--- config.mk ---
export PLATFORM = sky130hd
export DESIGN_NAME = tcw_ctrl
export DESIGN_NICKNAME = d
export VERILOG_FILES = /design/src/rtl/text_console_writer_macros.svh /design/src/rtl/tcw_pkg.sv /design/src/rtl/tcw_ctrl.sv
export SDC_FILE = /design/constraint.sdc
export NUM_CORES = 1
export LEC_CHECK = 0
export ABC_CLOCK_PERIOD_IN_PS = 3300
export BUFFER_PORTS_ARGS = -buffer_cell sky130_fd_sc_hd__buf_4
export CAP_MARGIN = 25
export CORE_AREA = 4 4 41 43
export CTS_CLUSTER_SIZE = 28
export DETAILED_ROUTE_END_ITERATION = 6
export DIE_AREA = 0 0 45 47
export GPL_TIMING_DRIVEN = 0
export PLACE_DENSITY = 0.58
export SLEW_MARGIN = 5
export SYNTH_ARGS = -nofsm -noshare
export SYNTH_HDL_FRONTEND = slang
export SYNTH_SLANG_ARGS = --single-unit
export TNS_END_PERCENT = 10
--- constraint.sdc ---
create_clock -name clk_i -period 3.3 [get_ports clk_i]
set_clock_uncertainty 0.2 [all_clocks]
set_input_delay 0.495 -clock clk_i [delete_from_list [all_inputs] [get_ports clk_i]]
set_output_delay 0.495 -clock clk_i [all_outputs]
set_load 0.02 [all_outputs]
--- src/rtl/text_console_writer_macros.svh ---
// Assertion macros for the text console writer.
// Used by the top level only; no other dependencies.
`ifndef TEXT_CONSOLE_WRITER_MACROS_SVH
`define TEXT_CONSOLE_WRITER_MACROS_SVH

`ifndef SYNTHESIS
// Plain implication checked at every clock edge outside reset
`define TCW_ASSERT(lbl, prop, msg) \
  lbl: assert property (@(posedge clk_i) disable iff (!rst_ni) prop) else $error(msg);
// Antecedent in this cycle, consequent in the next
`define TCW_ASSERT_NEXT(lbl, ante, cons, msg) \
  lbl: assert property (@(posedge clk_i) disable iff (!rst_ni) (ante) |=> (cons)) \
    else $error(msg);
`else
`define TCW_ASSERT(lbl, prop, msg)
`define TCW_ASSERT_NEXT(lbl, ante, cons, msg)
`endif

`endif

--- src/rtl/tcw_pkg.sv ---
// Shared types and constants for the text console writer.
// No dependencies; imported by the controller, datapath, top level and testbench.
package tcw_pkg;

  localparam int DEF_COLUMNS = 80;
  localparam int DEF_ROWS    = 25;

  localparam int MODE_W    = 2;
  localparam int CHAR_W    = 8;
  localparam int ATTR_W    = 8;
  localparam int COL_IN_W  = 7;
  localparam int ROW_IN_W  = 5;
  localparam int OFF_W     = 11;
  localparam int CELL_W    = 16;

  localparam logic [CHAR_W-1:0] CH_BACKSPACE = 8'h08;
  localparam logic [CHAR_W-1:0] CH_TAB       = 8'h09;
  localparam logic [CHAR_W-1:0] CH_NEWLINE   = 8'h0A;
  localparam logic [CHAR_W-1:0] CH_RETURN    = 8'h0D;
  localparam logic [CHAR_W-1:0] CH_SPACE     = 8'h20;
  localparam logic [ATTR_W-1:0] ATTR_RESET   = 8'h0F;
  localparam logic [CELL_W-1:0] CLEAR_CELL   = 16'h0F20;

  typedef enum logic [MODE_W-1:0] {
    MODE_PUT   = 2'd0,
    MODE_SET   = 2'd1,
    MODE_CLEAR = 2'd2,
    MODE_READ  = 2'd3
  } mode_e;

  typedef enum logic [3:0] {
    ST_IDLE,
    ST_EXEC,
    ST_WRITE,
    ST_COPY,
    ST_DRAIN,
    ST_FILL,
    ST_CLEAR,
    ST_DONE
  } state_e;

  typedef enum logic [1:0] {
    SW_HOLD,
    SW_ZERO,
    SW_FILL,
    SW_INC
  } sweep_e;

  typedef enum logic [1:0] {
    WR_NONE,
    WR_CHAR,
    WR_FILL,
    WR_CLEAR
  } wr_kind_e;

  typedef struct packed {
    logic     load_item;
    logic     exec;
    logic     rd_cell;
    logic     copy_step;
    sweep_e   sweep;
    wr_kind_e wr;
    logic     load_out;
  } cmd_t;

  typedef struct packed {
    mode_e mode;
    logic  scroll;
    logic  copy_end;
    logic  cell_end;
  } status_t;

endpackage

--- src/rtl/tcw_ctrl.sv ---
// Sequencing controller for the text console writer.
// Depends on tcw_pkg; drives the datapath through cmd_t and reads status_t.
module tcw_ctrl import tcw_pkg::*; (
  input  logic    clk_i,
  input  logic    rst_ni,
  input  logic    in_valid_i,
  output logic    in_ready_o,
  output logic    out_valid_o,
  input  logic    out_ready_i,
  input  status_t status_i,
  output cmd_t    cmd_o
);

  state_e state_q, state_d;
  logic   out_valid_q, out_valid_d;

  always_ff @(posedge clk_i or negedge rst_ni) begin
    if (!rst_ni) begin
      state_q     <= ST_IDLE;
      out_valid_q <= 1'b0;
    end else begin
      state_q     <= state_d;
      out_valid_q <= out_valid_d;
    end
  end

  always_comb begin
    state_d    = state_q;
    cmd_o      = '{load_item: 1'b0, exec: 1'b0, rd_cell: 1'b0, copy_step: 1'b0,
                   sweep: SW_HOLD, wr: WR_NONE, load_out: 1'b0};
    in_ready_o = 1'b0;

    case (state_q)
      ST_IDLE: begin
        in_ready_o = 1'b1;
        if (in_valid_i) begin
          cmd_o.load_item = 1'b1;
          state_d         = ST_EXEC;
        end
      end
      ST_EXEC: begin
        cmd_o.exec = 1'b1;
        case (status_i.mode)
          MODE_PUT:   state_d = ST_WRITE;
          MODE_SET:   state_d = ST_DONE;
          MODE_CLEAR: begin
            cmd_o.sweep = SW_ZERO;
            state_d     = ST_CLEAR;
          end
          default: begin
            cmd_o.rd_cell = 1'b1;
            state_d       = ST_DONE;
          end
        endcase
      end
      ST_WRITE: begin
        cmd_o.wr = WR_CHAR;
        if (status_i.scroll) begin
          cmd_o.sweep = SW_ZERO;
          state_d     = ST_COPY;
        end else begin
          state_d = ST_DONE;
        end
      end
      ST_COPY: begin
        // shift every row up by one, one cell per cycle
        cmd_o.copy_step = 1'b1;
        if (status_i.copy_end) begin
          cmd_o.sweep = SW_FILL;
          state_d     = ST_DRAIN;
        end else begin
          cmd_o.sweep = SW_INC;
        end
      end
      ST_DRAIN: begin
        // let the last copied cell land before the fill starts
        state_d = ST_FILL;
      end
      ST_FILL: begin
        cmd_o.wr = WR_FILL;
        if (status_i.cell_end) begin
          state_d = ST_DONE;
        end else begin
          cmd_o.sweep = SW_INC;
        end
      end
      ST_CLEAR: begin
        cmd_o.wr = WR_CLEAR;
        if (status_i.cell_end) begin
          state_d = ST_DONE;
        end else begin
          cmd_o.sweep = SW_INC;
        end
      end
      ST_DONE: begin
        if (!out_valid_q || out_ready_i) begin
          cmd_o.load_out = 1'b1;
          state_d        = ST_IDLE;
        end
      end
      default: state_d = ST_IDLE;
    endcase
  end

  always_comb begin
    if (cmd_o.load_out) begin
      out_valid_d = 1'b1;
    end else if (out_ready_i) begin
      out_valid_d = 1'b0;
    end else begin
      out_valid_d = out_valid_q;
    end
  end

  assign out_valid_o = out_valid_q;

endmodule

==> out/metrics.cfg <==
[synthesis]
yosys_warnings=0
avgSynthCellArea_um2=8.812
synth_fp_nets=61
synth_top_cell_by_area=dfrtp_1
synthCells=47
synth.lib_cells_used.distinct=28
netlist_area_um2=414.1
synth_flop_cell=dfrtp_1
seq_area_frac_synth=0.2417
ys_ff_latch=4
synth_top_area_frac=0.2417
synth_area_leaders=dfrtp_1 (24%), ha_1 (15%), inv_1 (4.5%)
synth_edf_count=0
synth-async-reset-ratio=1.000

[floorplan]
die_x_um=45
initial_utilization=0.3183
core-area_mm2=0.001301
io_pins=20
fp.dieArea_mm2=0.002115
die-height_um=47
num_rows=13

[timing]
rsz0062_at_grt=false
setup_tns_ns=0
drv_slew=0
fin_crit_sh=0.7589
setup_viol=0
max-slew-margin-rel=0.7976
period_needed_ns=2.504
hold_viol_final=0
tightest_slew_ns=0.3005
fmax_mhz=399.3
holdWs_ns=0.3197

[power]
leakagePower_nw=0.3386
p_per_area_mw_per_mm2=1040
peakVddDrop_mv=0.3893

[routing]
vias_per_cell=4.565
ant_nets=0
finalWirelength_um=875
firstDrtPassIters=2
drc=0
first_iter_violations=2
via_count=388
wl_per_cell_um=10.29

[cells_and_area]
mostFrequentLayoutCells=buf_4 (20), inv_1 (5), ha_1 (5), dfrtp_1 (4)
layout_commonest_cell=buf_4
n_antenna_cell=0
syn_to_final_growth_pct=46.83
layout.nets=86
drive_gt1_frac=0.4571

[global_route]
first_global_vias=346
antenna_found_initial=0
grt_max_degree=11
grt_usage=0.09437
grt_remaining_overflow=0
grt_pass1_wl_um=1414

[run_status]
status=completed

[clock_network]
numClockSinks=4
clockBufferDepth=2
clkLatencyLatePin_ns=0.23
cts_root_buf=clkbuf_4
cts_resized=0
numCtsBuffers=3
htree_levels=1
cts_tree=yes
clk_pin_slew_ns=0.04

[setup_path]
crit_type=reg -> out
worstPathMaxFanout=6
cp.required_ns=2.60
slowest_delay_ns=0.41
critPathArrivalTime_ns=1.81
slowest_stage=dfrtp_1
reg2reg_from=state_q[1]$_DFFE_PN0P_
worst-r2r-cell-count=6
reg2reg_slack_ns=1.07
crit_path_start_kind=flop
reg2reg_to=state_q[1]$_DFFE_PN0P_
end_kind=output port
crit_chain=inv_1 > ha_1 > o21ai_0 > o22ai_1 > o21bai_1 > buf_4

[run]
cap_violations=0

[worst_hold_path]
min_from=out_valid_o$_DFFE_PN0P_
hold_depth=2
hold_class=reg -> reg
min_to=out_valid_o$_DFFE_PN0P_

[placed_design]
io_buffer_count=19
gp_congestion=0.7671
dp_hpwl_um=728.7

## cell families after synthesis
family / Yosys count / share of synthesized area
adders and majority gates: 5 / 0.1511
AOI/OAI and AO/OA: 12 / 0.1994
muxes: 3 / 0.08760
buffers and inverters: 8 / 0.09970
DFF: 4 / 0.2417
and+or+nand+nor: 15 / 0.2206
## report_power, final
group	total (mW)	internal [mW]	switching (mW)	leakage (nW)
Clock	0.0586	0.0405	0.0181	0.0138
Sequential	0.0988	0.0771	0.0216	0.0492
Combinational	0.475	0.238	0.237	0.276
Total	0.632	0.356	0.277	0.339
## worst max path at each step
stage | startpoint | endpoint | slack [ns] | cells past startpoint
floorplan | state_q[1]$_DFFE_PN0P_ | cmd_o[4] | 1.25 | 4
global placement | state_q[1]$_DFFE_PN0P_ | cmd_o[3] | 1.04 | 6
detailed placement | state_q[1]$_DFFE_PN0P_ | cmd_o[3] | 1.03 | 6
CTS | state_q[1]$_DFFE_PN0P_ | cmd_o[3] | 0.78 | 6
global route | state_q[1]$_DFFE_PN0P_ | cmd_o[3] | 0.66 | 6
finish | state_q[1]$_DFFE_PN0P_ | cmd_o[3] | 0.80 | 6
## cell type report
| type | instances | area, µm² |
|---|---|---|
| fillers | 146 | 693.2 |
| multi-input cells | 35 | 272.8 |
| repair buffers | 20 | 152.6 |
| flip-flops and latches | 4 | 100.1 |
| clock buffers | 3 | 22.52 |
| inverters | 6 | 22.52 |
| plain buffers | 2 | 18.77 |
| well taps | 15 | 18.77 |
## worst max-delay path: cells and delay by family, from the launching register on
family                   cells  cell delay (ns)
adder cells (fa/ha/maj)      1             0.25
AO/OA/AOI/OAI                3             0.66
buffers and inverters        2             0.26
flip-flops                   1             0.41
## per-layer routing
metal	up-vias	routed length [µm]	track usage	part of all wire
met4	0	0	0	0
met2	11	398	0.1412	0.45
met1	173	398	0.1149	0.45
met3	0	78	0.07280	0.089
met5	-	0	0	0
li1	204	-	-	-
## Yosys cell counts, types with 2 or more instances
| cell | number |
|---|---|
| o21ai_0 | 3 |
| nand2_1 | 3 |
| and2b_2 | 2 |
| inv_1 | 5 |
| a21oi_1 | 2 |
| ha_1 | 5 |
| nor2_1 | 3 |
| dfrtp_1 | 4 |
## what timing repair did
| action | 4_1_cts | 5_1_grt |
|---|---|---|
| endpoints found under the hold margin | 4 | 0 |
| buffers inserted | 0 | 0 |
| hold buffers | 1 | 0 |
## through the flow
| step | area [µm²] | util | worst slack, ns | power (mW) | instances |
|---|---|---|---|---|---|
| final | 608.1 | 0.4673 | 0.7956 | 0.6323 | 85 |
| after global placement | 575.6 | 0.4423 | 1.036 | 0.5791 | 81 |
| after global routing | 608.1 | 0.4673 | 0.6567 | 0.6939 | 85 |
| after floorplan | 414.1 | - | 1.248 | 0.4385 | 47 |
| after CTS | 608.1 | 0.4673 | 0.7758 | 0.6421 | 85 |
| after detailed placement | 575.6 | 0.4423 | 1.027 | 0.5763 | 81 |
## state kept, by name, summed over array words and instances (netlist names)
signal       count
out_valid_o      1
state_q          3
Power figures use the tool's default switching activity.
